$ cat config.mk
export PLATFORM = sky130hd
export DESIGN_NAME = indexed_ordered_list
export DESIGN_NICKNAME = d
export VERILOG_FILES = /design/src/hw/rtl/iol_pkg.sv /design/src/hw/rtl/iol_ram.sv /design/src/hw/rtl/indexed_ordered_list.sv
export SDC_FILE = /design/constraint.sdc
export NUM_CORES = 1
export LEC_CHECK = 0
export BUFFER_PORTS_ARGS = -buffer_cell sky130_fd_sc_hd__clkbuf_2
export CAP_MARGIN = 20
export CELL_PAD_IN_SITES_DETAIL_PLACEMENT = 0
export CELL_PAD_IN_SITES_GLOBAL_PLACEMENT = 1
export CORE_MARGIN = 10
export CORE_UTILIZATION = 50
export CTS_BUF_LIST = sky130_fd_sc_hd__clkbuf_8
export DETAILED_ROUTE_END_ITERATION = 8
export PLACE_DENSITY = 0.84
export SLEW_MARGIN = 10
export SYNTH_ARGS = -nofsm -noshare
export SYNTH_HDL_FRONTEND = slang
export SYNTH_HIERARCHICAL = 1
export SYNTH_SLANG_ARGS = --single-unit
$ cat constraint.sdc
create_clock -name clk -period 6.3 [get_ports clk]
set_input_delay 0.945 -clock clk [delete_from_list [all_inputs] [get_ports clk]]
set_output_delay 0.945 -clock clk [all_outputs]
set_load 0.05 [all_outputs]
$ cat src/hw/rtl/iol_pkg.sv
// Package for the indexed ordered list: default sizes, command and status codes,
// and the sequencer state encoding.
// No dependencies.
`default_nettype none

package iol_pkg;

  // Default sizes
  localparam int unsigned DEPTH_DEF      = 16;
  localparam int unsigned VALUE_BITS_DEF = 32;

  // Command codes carried by an input beat
  typedef enum logic [2:0] {
    CMD_PUSH_BACK  = 3'd0,
    CMD_PUSH_FRONT = 3'd1,
    CMD_POP_FRONT  = 3'd2,
    CMD_POP_BACK   = 3'd3,
    CMD_INSERT     = 3'd4,
    CMD_ERASE      = 3'd5,
    CMD_DUMP       = 3'd6,
    CMD_NONE       = 3'd7
  } cmd_t;

  // Status codes carried by a result beat
  typedef enum logic [1:0] {
    ST_OK      = 2'd0,
    ST_EMPTY   = 2'd1,
    ST_BAD_POS = 2'd2,
    ST_FULL    = 2'd3
  } status_t;

  // Sequencer states, one-hot
  typedef enum logic [6:0] {
    S_IDLE    = 7'b0000001,
    S_INS     = 7'b0000010,
    S_INS_WR  = 7'b0000100,
    S_ERS     = 7'b0001000,
    S_ERS_WR  = 7'b0010000,
    S_DMP_RD  = 7'b0100000,
    S_DMP_OUT = 7'b1000000
  } state_t;

endpackage

`default_nettype wire

$ cat src/hw/rtl/iol_ram.sv
// Generic single-write, single-read RAM with registered read data.
// No dependencies.
`default_nettype none

module iol_ram #(
  parameter int unsigned WIDTH = 32,
  parameter int unsigned DEPTH = 16
) (
  input  wire logic                     clk,
  input  wire logic                     we,
  input  wire logic [$clog2(DEPTH)-1:0] waddr,
  input  wire logic [WIDTH-1:0]         wdata,
  input  wire logic [$clog2(DEPTH)-1:0] raddr,
  output logic      [WIDTH-1:0]         rdata
);

  logic [WIDTH-1:0] mem [DEPTH];

  // Write port and registered read port
  always_ff @(posedge clk) begin
    if (we) begin
      mem[waddr] <= wdata;
    end
    rdata <= mem[raddr];
  end

endmodule

`default_nettype wire

$ cat src/hw/rtl/indexed_ordered_list.sv
// Indexed ordered list: bounded sequence with push/pop at both ends, indexed
// insert/erase and dump. Depends on iol_pkg and iol_ram.
// A rejected command (empty, bad position, full) strobes its status in the next
// cycle and never raises busy; code 7 gives no beat. Insert holds busy while it
// shifts the entries from the position up, a read and a write each, then writes the
// value; erase likewise pulls later entries down (push back and pop back move none). The
// status beat comes in the cycle busy drops. Dump holds busy while it reads each
// element and sends its beat, the last with busy low. Receiver cannot stall: out_valid
// is a one-cycle strobe. Reset (rst_n low, synchronous) empties the list, not the RAM.
`default_nettype none

module indexed_ordered_list #(
  parameter int unsigned DEPTH      = iol_pkg::DEPTH_DEF,
  parameter int unsigned VALUE_BITS = iol_pkg::VALUE_BITS_DEF
) (
  input  wire logic               clk,
  input  wire logic               rst_n,
  // command channel
  input  wire logic               start,
  output logic                    busy,
  input  wire logic [2:0]         in_command,
  input  wire logic [7:0]         in_position,
  input  wire logic signed [31:0] in_value,
  // result channel
  output logic                    out_valid,
  output logic signed [31:0]      out_elem_out,
  output logic                    out_has_value,
  output logic [1:0]              out_status,
  output logic                    out_last
);

  localparam int unsigned ADDR_W = $clog2(DEPTH);
  localparam int unsigned LEN_W  = $clog2(DEPTH + 1);
  localparam int unsigned CMP_W  = (LEN_W > 8) ? LEN_W : 8;

  // Sequencer and list state
  iol_pkg::state_t        state_r, state_nxt;
  logic [LEN_W-1:0]       length_r, length_nxt;
  logic [ADDR_W-1:0]      idx_r, idx_nxt;
  logic [ADDR_W-1:0]      pos_r, pos_nxt;
  logic [VALUE_BITS-1:0]  val_r, val_nxt;

  // Result registers
  logic                   out_valid_r, out_valid_nxt;
  logic signed [31:0]     out_elem_r, out_elem_nxt;
  logic                   out_has_r, out_has_nxt;
  iol_pkg::status_t       out_status_r, out_status_nxt;
  logic                   out_last_r, out_last_nxt;

  // RAM port
  logic                   ram_we;
  logic [ADDR_W-1:0]      ram_waddr;
  logic [VALUE_BITS-1:0]  ram_wdata;
  logic [ADDR_W-1:0]      ram_raddr;
  logic [VALUE_BITS-1:0]  ram_rdata;

  logic [VALUE_BITS-1:0]  in_val_kept;
  logic signed [31:0]     rd_elem;
  logic                   full, empty;
  logic [CMP_W-1:0]       pos_cmp, len_cmp;
  logic [LEN_W-1:0]       idx_ext_inc;
  iol_pkg::cmd_t          cmd;

  iol_ram #(
    .WIDTH (VALUE_BITS),
    .DEPTH (DEPTH)
  ) u_cells (
    .clk   (clk),
    .we    (ram_we),
    .waddr (ram_waddr),
    .wdata (ram_wdata),
    .raddr (ram_raddr),
    .rdata (ram_rdata)
  );

  // Keep low VALUE_BITS of the input; widen stored values back to 32 bits
  assign in_val_kept = VALUE_BITS'($unsigned(in_value));

  generate
    if (VALUE_BITS >= 32) begin : g_wide
      assign rd_elem = ram_rdata[31:0];
    end else begin : g_narrow
      assign rd_elem = 32'(signed'(ram_rdata));
    end
  endgenerate

  assign cmd         = iol_pkg::cmd_t'(in_command);
  assign full        = (length_r == LEN_W'(DEPTH));
  assign empty       = (length_r == '0);
  assign pos_cmp     = CMP_W'(in_position);
  assign len_cmp     = CMP_W'(length_r);
  assign idx_ext_inc = LEN_W'(idx_r) + LEN_W'(1);

  assign busy = (state_r != iol_pkg::S_IDLE);

  // Sequencer: decode in idle, then move one element per read/write pair
  always_comb begin
    state_nxt      = state_r;
    length_nxt     = length_r;
    idx_nxt        = idx_r;
    pos_nxt        = pos_r;
    val_nxt        = val_r;
    out_valid_nxt  = 1'b0;
    out_elem_nxt   = '0;
    out_has_nxt    = 1'b0;
    out_status_nxt = iol_pkg::ST_OK;
    out_last_nxt   = 1'b1;
    ram_we         = 1'b0;
    ram_waddr      = idx_r;
    ram_wdata      = ram_rdata;
    ram_raddr      = idx_r;

    unique case (state_r)
      iol_pkg::S_IDLE: begin
        if (start) begin
          val_nxt = in_val_kept;
          unique case (cmd)
            iol_pkg::CMD_PUSH_BACK, iol_pkg::CMD_PUSH_FRONT, iol_pkg::CMD_INSERT: begin
              if (full) begin
                out_valid_nxt  = 1'b1;
                out_status_nxt = iol_pkg::ST_FULL;
              end else if (cmd == iol_pkg::CMD_INSERT && pos_cmp > len_cmp) begin
                out_valid_nxt  = 1'b1;
                out_status_nxt = iol_pkg::ST_BAD_POS;
              end else begin
                idx_nxt   = length_r[ADDR_W-1:0];
                state_nxt = iol_pkg::S_INS;
                if (cmd == iol_pkg::CMD_PUSH_BACK) begin
                  pos_nxt = length_r[ADDR_W-1:0];
                end else if (cmd == iol_pkg::CMD_PUSH_FRONT) begin
                  pos_nxt = '0;
                end else begin
                  pos_nxt = in_position[ADDR_W-1:0];
                end
              end
            end
            iol_pkg::CMD_POP_FRONT, iol_pkg::CMD_POP_BACK, iol_pkg::CMD_ERASE: begin
              if (empty) begin
                out_valid_nxt  = 1'b1;
                out_status_nxt = iol_pkg::ST_EMPTY;
              end else if (cmd == iol_pkg::CMD_ERASE && pos_cmp >= len_cmp) begin
                out_valid_nxt  = 1'b1;
                out_status_nxt = iol_pkg::ST_BAD_POS;
              end else begin
                state_nxt = iol_pkg::S_ERS;
                if (cmd == iol_pkg::CMD_POP_BACK) begin
                  idx_nxt = ADDR_W'(length_r - LEN_W'(1));
                end else if (cmd == iol_pkg::CMD_POP_FRONT) begin
                  idx_nxt = '0;
                end else begin
                  idx_nxt = in_position[ADDR_W-1:0];
                end
              end
            end
            iol_pkg::CMD_DUMP: begin
              if (empty) begin
                out_valid_nxt  = 1'b1;
                out_status_nxt = iol_pkg::ST_EMPTY;
              end else begin
                idx_nxt   = '0;
                state_nxt = iol_pkg::S_DMP_RD;
              end
            end
            default: begin
              // unused code: no result
            end
          endcase
        end
      end

      // Insert: shift entries up until the target slot is free
      iol_pkg::S_INS: begin
        if (idx_r != pos_r) begin
          ram_raddr = idx_r - ADDR_W'(1);
          state_nxt = iol_pkg::S_INS_WR;
        end else begin
          ram_we        = 1'b1;
          ram_wdata     = val_r;
          length_nxt    = length_r + LEN_W'(1);
          out_valid_nxt = 1'b1;
          state_nxt     = iol_pkg::S_IDLE;
        end
      end

      iol_pkg::S_INS_WR: begin
        ram_we    = 1'b1;
        idx_nxt   = idx_r - ADDR_W'(1);
        state_nxt = iol_pkg::S_INS;
      end

      // Erase: pull entries down over the removed slot
      iol_pkg::S_ERS: begin
        if (idx_ext_inc < length_r) begin
          ram_raddr = idx_r + ADDR_W'(1);
          state_nxt = iol_pkg::S_ERS_WR;
        end else begin
          length_nxt    = length_r - LEN_W'(1);
          out_valid_nxt = 1'b1;
          state_nxt     = iol_pkg::S_IDLE;
        end
      end

      iol_pkg::S_ERS_WR: begin
        ram_we    = 1'b1;
        idx_nxt   = idx_r + ADDR_W'(1);
        state_nxt = iol_pkg::S_ERS;
      end

      // Dump: read one entry, send one beat
      iol_pkg::S_DMP_RD: begin
        state_nxt = iol_pkg::S_DMP_OUT;
      end

      iol_pkg::S_DMP_OUT: begin
        out_valid_nxt = 1'b1;
        out_elem_nxt  = rd_elem;
        out_has_nxt   = 1'b1;
        out_last_nxt  = (idx_ext_inc == length_r);
        if (idx_ext_inc == length_r) begin
          state_nxt = iol_pkg::S_IDLE;
        end else begin
          idx_nxt   = idx_r + ADDR_W'(1);
          state_nxt = iol_pkg::S_DMP_RD;
        end
      end

      default: begin
        state_nxt = iol_pkg::S_IDLE;
      end
    endcase
  end

  // Control registers
  always_ff @(posedge clk) begin
    if (!rst_n) begin
      state_r     <= iol_pkg::S_IDLE;
      length_r    <= '0;
      out_valid_r <= 1'b0;
    end else begin
      state_r     <= state_nxt;
      length_r    <= length_nxt;
      out_valid_r <= out_valid_nxt;
    end
  end

  // Payload registers
  always_ff @(posedge clk) begin
    idx_r        <= idx_nxt;
    pos_r        <= pos_nxt;
    val_r        <= val_nxt;
    out_elem_r   <= out_elem_nxt;
    out_has_r    <= out_has_nxt;
    out_status_r <= out_status_nxt;
    out_last_r   <= out_last_nxt;
  end

  assign out_valid     = out_valid_r;
  assign out_elem_out  = out_elem_r;
  assign out_has_value = out_has_r;
  assign out_status    = out_status_r;
  assign out_last      = out_last_r;

endmodule

`default_nettype wire

# Word level (Yosys, flattened, before mapping)
# Memory sizes are Yosys's and may differ from the RTL's. A register that Yosys moved wholly into a read port is not among the register bits.
# Index checks and enable logic that the tools add are counted.
dict set report op_classes {
  n_bitwise 2
  n_eq_ne 27
  n_mux 52
  magnitude_cmp 3
  n_reduce_logical 14
  n_addsub 5
}
# operator count
set op_table {}
lappend op_table {{$mux 32} 2}
lappend op_table {{$mux 4} 13}
lappend op_table {{$pmux 7 s7} 1}
lappend op_table {{$mux 7} 6}
lappend op_table {{$pmux 7 s3} 1}
lappend op_table {{$pmux 4 s4} 1}
lappend op_table {{$mux 5} 3}
lappend op_table {{$ne 3x3->1 const B} 5}
lappend op_table {{$mux 1} 12}
lappend op_table {{$pmux 4 s3} 1}
lappend op_table {{$pmux 5 s2} 1}
lappend op_table {{$eq 3x3->1 const B} 3}
lappend op_table {{$reduce_and 9->1} 1}
lappend op_table {{$ge 8x5->1} 1}
lappend op_table {{$gt 8x5->1} 1}
lappend op_table {{$mux 2} 4}
lappend op_table {{$ne 2x2->1 const B} 4}
lappend op_table {{$pmux 4 s2} 1}
lappend op_table {{$eq 7x1->1 const B} 1}
lappend op_table {{$eq 7x2->1 const B} 1}
lappend op_table {{$eq 7x3->1 const B} 1}
lappend op_table {{$eq 7x4->1 const B} 1}
lappend op_table {{$eq 7x5->1 const B} 1}
lappend op_table {{$eq 7x6->1 const B} 1}
lappend op_table {{32 further kinds} 36}
dict set report word_totals {
  memories 1
  inputBits 46
  mem_bits_rw 512
  output_inout_bits 38
  register_bits 89
}
# memory words word_bits read_ports rd_clocked_by_memory_dff write_ports line_no
set memory_table {}
lappend memory_table {u_cells.mem 16 32 1 1 1 iol_ram.sv:17} ;# logic [WIDTH-1:0] mem [DEPTH];

# Logic depth before layout (Yosys ltp)
# Gate-level depths: netlist of run 1.
dict set report depth {
  depth_word 8
  mapped_depth 15
  ltp_nobuf 12
}

# Hierarchy
# The synthesis of run 1 kept the hierarchy.
# module seq_area_each_um2 area_each_um2 n_inst cells_per_inst
set modules_own_cells {}
lappend modules_own_cells {iol_ram 16015.4 19835.3 1 838}
lappend modules_own_cells {indexed_ordered_list 2182.1 4251.6 1 379}

# Least setup slack after synthesis of run 1
# OpenSTA, ideal clock, no wires.
dict set report synth_path {
  kind {register to register}
  startpoint {register idx_r[0]}
  endpoint {memory u_cells.mem[0][0] (enable)}
  stages_incl_launch_ff 10
  arrival_time_ns 4.608
  required_ns 5.839
  period_less_slack_ns 5.069
  slack_ns 1.231
  path_buffers 3
  setup_time_ns 0.461
  cell_sequence {edfxtp_1 -> buf_2 -> xor2_1 -> nor4_2 -> nor4b_4 -> buf_4 -> buf_6 -> or3_1 -> or3b_2 -> nor3_1}
}
dict set report synth_via {
  elab_chain_cells 5
}
# element line_no
set synth_rtl {}
lappend synth_rtl {{from (decl)} indexed_ordered_list.sv:39} ;# logic [ADDR_W-1:0] idx_r, idx_nxt;
lappend synth_rtl {{from (signal assigned)} indexed_ordered_list.sv:248} ;# idx_r <= idx_nxt;
lappend synth_rtl {{$ne 4x4->1} indexed_ordered_list.sv:173} ;# if (idx_r != pos_r) begin
lappend synth_rtl {{$mux 1} indexed_ordered_list.sv:173}
lappend synth_rtl {{$pmux 1 s2} indexed_ordered_list.sv:113} ;# unique case (state_r)
lappend synth_rtl {{named net ram_we} indexed_ordered_list.sv:51} ;# logic ram_we;
lappend synth_rtl {{$mux 1} iol_ram.sv:21} ;# if (we) begin
lappend synth_rtl {{$mux 1 (not written as such)} iol_ram.sv:22} ;# mem[waddr] <= wdata;
lappend synth_rtl {{to (decl)} iol_ram.sv:17}
# The timed path passes the listed nets, and every way through them passes these cells.

# Final worst setup path of run 1
dict set report layout_path {
  startpoint {register idx_r[0]}
  endpoint {register u_cells.rdata[10], read port of u_cells.mem}
}
dict set report layout_via {
  elab_chain_cells 4
  word_cells_on_any_way 8
  cone_classes {3 x add/sub; 1 x order compare; 1 x eq/ne; 3 x mux}
}
# element line_no
set layout_rtl {}
lappend layout_rtl {{$add 4x1->5} indexed_ordered_list.sv:92} ;# assign idx_ext_inc = LEN_W'(idx_r) + LEN_W'(1);
lappend layout_rtl {{$lt 5x5->1} indexed_ordered_list.sv:193} ;# if (idx_ext_inc < length_r) begin
lappend layout_rtl {{$mux 4} indexed_ordered_list.sv:193}
lappend layout_rtl {{$pmux 4 s2 *} indexed_ordered_list.sv:113}
lappend layout_rtl {{named net ram_raddr[0]} indexed_ordered_list.sv:54} ;# logic [ADDR_W-1:0] ram_raddr;
lappend layout_rtl {{to (decl)} iol_ram.sv:14} ;# output logic [WIDTH-1:0] rdata
# The timed path passes the listed nets; every way through them passes the cells marked *.
# A chain may end at the register's enable or synchronous reset.

==> results of run 1 <==
-- metrics by stage --
step / setup slack, ns / total power, mW
6_report: 1.79 / 9.08
5_1_grt: 1.52 / 9.46
3_5_place_dp: 1.82 / 5.98
4_1_cts: 1.79 / 9.18
2_1_floorplan: 1.23 / 5.69
3_3_place_gp: 1.98 / 5.94
-- power groups by stage --
stage               Combinational, mW  Clock [mW]  Sequential [mW]
floorplan                       0.684           0             5.00
global placement                0.900           0             5.04
detailed placement              0.937           0             5.04
CTS                             0.936        3.28             4.96
global route                     1.02        3.48             4.96
finish                          0.923        3.20             4.96
-- placed cells by master, fill, tap and decap left out, types with 3 or more instances in the layout --
cell / count
edfxtp_1: 552
mux4_2: 128
clkbuf_8: 112
clkbuf_2: 83
dfxtp_1: 81
a22oi_1: 69
inv_1: 66
nand2_1: 52
and2_1: 39
mux2_2: 32
buf_4: 31
nor2_1: 24
ha_1: 14
o21ai_0: 13
nor2_4: 13
xnor2_1: 10
a21oi_1: 10
clkinv_2: 9
clkinv_1: 8
nand3_1: 7
nor3_2: 5
xor2_1: 5
nand2b_1: 5
nor4_1: 4
nor3_1: 4
or3_1: 4
o41ai_1: 4
o211ai_1: 4
o22ai_1: 4
nand4_1: 3
and3_1: 3
and4_1: 3
nor2b_1: 3
a22o_1: 3
nand3b_1: 3
-- sequential cells by signal, summed over array words and instances, names as in the netlist, 2 cells and up --
signal and cells:
length_r 5, val_r 32, idx_r 4, out_elem_out 32, u_cells/mem 512, u_cells/rdata 32, pos_r 4, state_r 7
out_status 2
-- worst reg2reg max path, stage by stage, from the launching register on --
cell	delay, ns
edfxtp_1	0.77
inv_1	0.10
ha_1	0.38
ha_1	0.32
nor2b_1	0.14
o21ai_0	0.25
nand3_1	0.14
o21ai_0	0.16
nand2_1	0.15
xnor2_2	0.40
buf_4	0.63
mux4_2	0.63
a22oi_1	0.23
nand2_1	0.09
-- layer usage --
| layer | routed length, um | up-vias |
|---|---|---|
| met4 | 1050 | 0 |
| met2 | 25400 | 477 |
| met1 | 21000 | 6292 |
| li1 | - | 5294 |
| met5 | 0 | - |
| met3 | 3830 | 76 |
-- synth_stat cells (all sizes together) (12+ instances only) --
cell,count,share of area
inv,14,0.0022
a22oi,69,0.022
a21oi,12,0.0028
nor2,37,0.0058
and2,39,0.010
buf,34,0.0082
mux2,32,0.015
mux4,128,0.12
o21ai,14,0.0031
ha,14,0.0073
dfxtp,81,0.067
clkbuf,25,0.0039
edfxtp,552,0.69
nand2,52,0.0081
-- path summary, 6_finish.rpt --
kind                            cells after the start             start                 to  slack (ns)
worst max-delay path                               13          idx_r[0]  u_cells/rdata[10]        1.79
worst min-delay path                                1      in_value[20]          val_r[20]        0.42
worst max register to register                     13          idx_r[0]  u_cells/rdata[10]        1.79
worst min register to register                      1  u_cells/rdata[6]    out_elem_out[6]        0.45
-- kinds of logic after synthesis --
family,Yosys count,synth area share
AOI/OAI and AO/OA,130,0.0397
xor gates and xnor gates,16,0.00582
adders and majority gates,14,0.00727
buffers and inverters,74,0.0146
DFF,633,0.755
muxes,161,0.135
and+or+nand+nor,189,0.0420
-- cell type report --
| class | instances | area [um2] | area share |
|---|---|---|---|
| diodes | 1 | 2.50 | 0.0000917 |
| clock buffers | 112 | 1540 | 0.0565 |
| clock inverters | 76 | 334 | 0.0122 |
| inverters | 14 | 52.6 | 0.00193 |
| multi-input cells | 510 | 5690 | 0.209 |
| flip-flops and latches | 633 | 18200 | 0.667 |
| well taps | 615 | 769 | 0.0282 |
| repair buffers | 116 | 688 | 0.0252 |
==> impl_results.md, run 1 <==
* Finished Core Util at 0.572
* # IOs at 84
* Final Non-Filler Cells at 2,077
* VDD IR max at 0.168 mV
* Initial antenna violation count at 1
* Switch share at 0.244
* Final hold viol count at 0
* NetSw at 2.21 mW
* Most used DFF post-synth: edfxtp_1
* Grt ovf at 0
* Unrepaired setup endpoints after global routing: false
* CTS Hold Bufs at 0
* Setup TNS at 0 ns
* Max stage delay on crit path at 0.77 ns
* Iter 0 DRT Violations at 1,255
* Total internal power at 6.87 mW
* Placed cells at 1,888
* Clk Latency, worst-skew pair at 0.70 ns
* Layout cells sized above 1 at 0.303
* CP startpoint kind: register
* Final Cycle Share at 0.717
* Cell area after layout at 27,300 um2
* Post-DRT Antenna Nets at 0
* Rel. slew slack at 0.292
* Post-CTS sizing at 0
* Final HPWL from detailed placement at 29,000 um
* Arr. time, crit path at 5.08 ns
* Die area at 57,400 um2
* Post-Syn Instances at 1,217
* CP Class: register to register
* FF+latch count, synth at 633
* Initial core utilization at 0.506
* Die W at 239 um
* Filler Cell Count at 3,498
* Clk_skew at 0.0307 ns
* Number of global-route vias before repair at 12,800
* # nets final at 1,435
* Slew at the pin with the worst max-slew slack at 1.06 ns
* Ys Warns at 6
* Longest Clk Path Bufs at 3
* Cell area after placement at 25,400 um2
* Die height at 239 um
* Async SR Flop Fraction at 0
* Max-slew violations at 0
* Area delta synth->final at 13.2%
* WL final at 51,300 um
* Critical path endpoint category: register
* Flop pwr share at 0.546
* Crit-path cells: inv_1 > ha_1 > ha_1 > nor2b_1 > o21ai_0 > nand3_1 > o21ai_0 > nand2_1 > xnor2_2 > buf_4 > mux4_2 > a22oi_1 > nand2_1
* Post-synth EDFFs at 552
* Crit path max fanout at 33
* CTS Sinks at 633
* H-tree levels at 3
* Routed len/inst at 24.7 um
* Status: finished clean
* CTS tree: built
* RD Place Congestion at 0.794
* Syn Area/Cell at 19.8 um2
* Clk slew on worst S/H paths at 0.06 ns
* Setup violators final at 0
* Tot GR Track Use at 0.182
* Clock Tree Root: clkbuf_8
* Max-cap violations at 0
* Vias/cell at 5.84
* Global-route wire length before repair at 78,500 um
* Syn nets at 1,277
* Cell Area, Synth at 24,100 um2
* Fin Hold WS at 0.424 ns
* Met1 Usage GRT at 0.244
* Pin count of the biggest net entering global routing at 74
* Met3 usage at 0.0385
* DRC at 0
* Vias at 12,100
* Max frequency at 222 MHz
* Slowest cell on crit path: edfxtp_1
* CP bufs+invs at 2
* Port Buf Inserts at 83
* CTS buffer count at 100
* Post-CTS Setup Bufs at 0
* Power Dens Cells at 333 nW/um2
* Core area at 47,600 um2
* Comb pwr share at 0.102
* Global route hottest layer: met2
* P_leak at 9.26 nW
* CP required at 6.87 ns
* Post-synth cell types at 66
* Met2 usage at 0.294
* DR pass1 iterations at 5
* Worst hold path class: primary input to register
* Sequential area share after synthesis at 0.755
* Clock share of power at 0.353
* Delay-heaviest family, CP: flip-flops
* Site row count at 80
* Fin crit period at 4.51 ns
(Power assumes the default switching activity.)
==> run 2, diff against run 1 <==
--- a/config.mk
+++ b/config.mk
@@ -13,7 +13,7 @@
 export CORE_UTILIZATION = 50
 export CTS_BUF_LIST = sky130_fd_sc_hd__clkbuf_8
 export DETAILED_ROUTE_END_ITERATION = 8
-export PLACE_DENSITY = 0.84
+export PLACE_DENSITY = 0.87
 export SLEW_MARGIN = 10
 export SYNTH_ARGS = -nofsm -noshare
 export SYNTH_HDL_FRONTEND = slang
==> constraint.sdc (replaced) <==
create_clock -name clk -period 3.7 [get_ports clk]
set_input_delay 0.555 -clock clk [delete_from_list [all_inputs] [get_ports clk]]
set_output_delay 0.555 -clock clk [all_outputs]
set_load 0.05 [all_outputs]
==> run 2 against run 1 <==
Compared with the run above:
- clock power is 73% higher
- sequential share of layout area shrank 1.9 points
- register-to-register slack got worse by 1.7 ns
- combinational power increased by 94%
==> impl_results.md, run 2 (synthesis gave the netlist of run 1 again) <==
* Status: finished clean
* Filler Cell Count at 3,300
* Total power draw at 15.8 mW
* Clk slew on worst S/H paths at 0.06 ns
* Setup violators final at 0
* R2R Path Start: idx_r[0]
* Total internal power at 11.9 mW
* CP Launch Point: idx_r[0]
* Iter 0 DRT Violations at 1,141
* CTS buffer count at 95
* # IOs at 84
* Fin crit period at 3.60 ns
* CTS Hold Bufs at 0
* Area delta synth->final at 16.5%
* Max reg flops at 512
* Critical path endpoint category: register
* Hold Startpoint: in_value[5]
* NetSw at 3.82 mW
* Final Non-Filler Cells at 2,110
* WL final at 52,900 um
* Port Buf Inserts at 83
* Crit path max fanout at 14
* Longest Clk Path Bufs at 3
* Final hold viol count at 0
* Switch share at 0.242
* Max-slew violations at 0
* Clock share of power at 0.353
* # nets final at 1,471
* Power Dens Cells at 562 nW/um2
* Flop pwr share at 0.534
* Comb pwr share at 0.114
* Number of global-route vias before repair at 13,100
* Grt ovf at 0
* DRC at 0
* Slew at the pin with the worst max-slew slack at 1.10 ns
* Global-route wire length before repair at 78,600 um
* Arr. time, crit path at 4.12 ns
* Most common cell after layout, fill and taps aside: edfxtp_1
* Routed len/inst at 25.1 um
* Post-DRT Antenna Nets at 0
* CP startpoint kind: register
* Setup TNS at 0 ns
* Vias at 12,500
* Tot GR Track Use at 0.182
* Pin count of the biggest net entering global routing at 71
* Final HPWL from detailed placement at 28,900 um
* Pre-CTS WS at 0.0763 ns
* Site row count at 80
* Rel. slew slack at 0.264
* Final Cycle Share at 0.974
* Finished Core Util at 0.589
* Layout cells sized above 1 at 0.333
* H-tree levels at 3
* Multi-input logic area at 5790 um2
* Vias/cell at 5.92
* VDD IR max at 0.315 mV
* Placed cells at 1,918
* Worst hold path class: primary input to register
* Die area at 57,400 um2
* Die W at 239 um
* Initial antenna violation count at 0
* Max frequency at 278 MHz
* Clk Latency, worst-skew pair at 0.69 ns
* CP required at 4.22 ns
* Final setup margin at 0.0978 ns
* Core area at 47,600 um2
* CTS Sinks at 633
* Cell area after placement at 25,900 um2
* Clk_skew at 0.0382 ns
* P_leak at 9.54 nW
* DR pass1 iterations at 5
* Storage element area at 18,200 um2
* Clock Tree Root: clkbuf_8
* Cell area after layout at 28,100 um2
* CP Class: register to register
* Fin Hold WS at 0.0384 ns
* Max-cap violations at 0
* Biggest register: u_cells/mem
* Commonest cells after routing, fill and taps aside: edfxtp_1 (552), mux4_2 (128), clkbuf_8 (104)
* Die height at 239 um
* RD Place Congestion at 0.816
* Unrepaired setup endpoints after global routing: true
* CTS tree: built
* Initial core utilization at 0.506
run 2: cell type report:
cell class	instances	share of cell area
timing repair buffer	156	0.0482
tap	615	0.0274
sequential	633	0.649
clock buffer	104	0.0510
inverter	14	0.00187
clock inverter	76	0.0164
multi-input combinational	511	0.206
antenna	1	0.0000892
run 2: power by group through the flow:
stage	Combinational [mW]	Clock, mW	Sequential (mW)
after floorplan	1.17	0	8.52
final	1.79	5.55	8.41
after global routing	1.95	5.97	8.42
after CTS	1.71	5.66	8.41
after detailed placement	1.70	0	8.56
after global placement	1.63	0	8.56
run 2: worst max-delay path, stage by stage (launching register included):
cell       delay, ns
edfxtp_1        0.47
ha_2            0.24
and3_1          0.19
ha_1            0.28
and3_1          0.17
o21ai_1         0.11
nand3_1         0.14
o21ai_2         0.14
nand2_2         0.13
xnor2_4         0.33
clkbuf_16       0.25
buf_16          0.17
mux4_2          0.52
a22oi_1         0.19
nand2_1         0.11
run 2: metal layers:
metal	global-route usage	vias up	share of wire
li1	-	5371	-
met1	0.235	6493	0.39
met2	0.306	534	0.51
met3	0.0293	96	0.079
met4	0.0704	0	0.025
met5	0	-	0
run 2: worst paths after layout:
path	to	slack, ns	cells past startpoint
setup / recovery	u_cells/rdata[20]	0.1	14
hold / removal	val_r[5]	0.04	1
setup reg to reg	u_cells/rdata[20]	0.1	14
hold reg to reg	out_elem_out[7]	0.45	1
run 2: repair_timing:
action	4_1_cts	5_1_grt
setup buffers	0	7
endpoints found under the setup margin	0	32
resized for setup	0	24
hold endpoints to repair	0	0
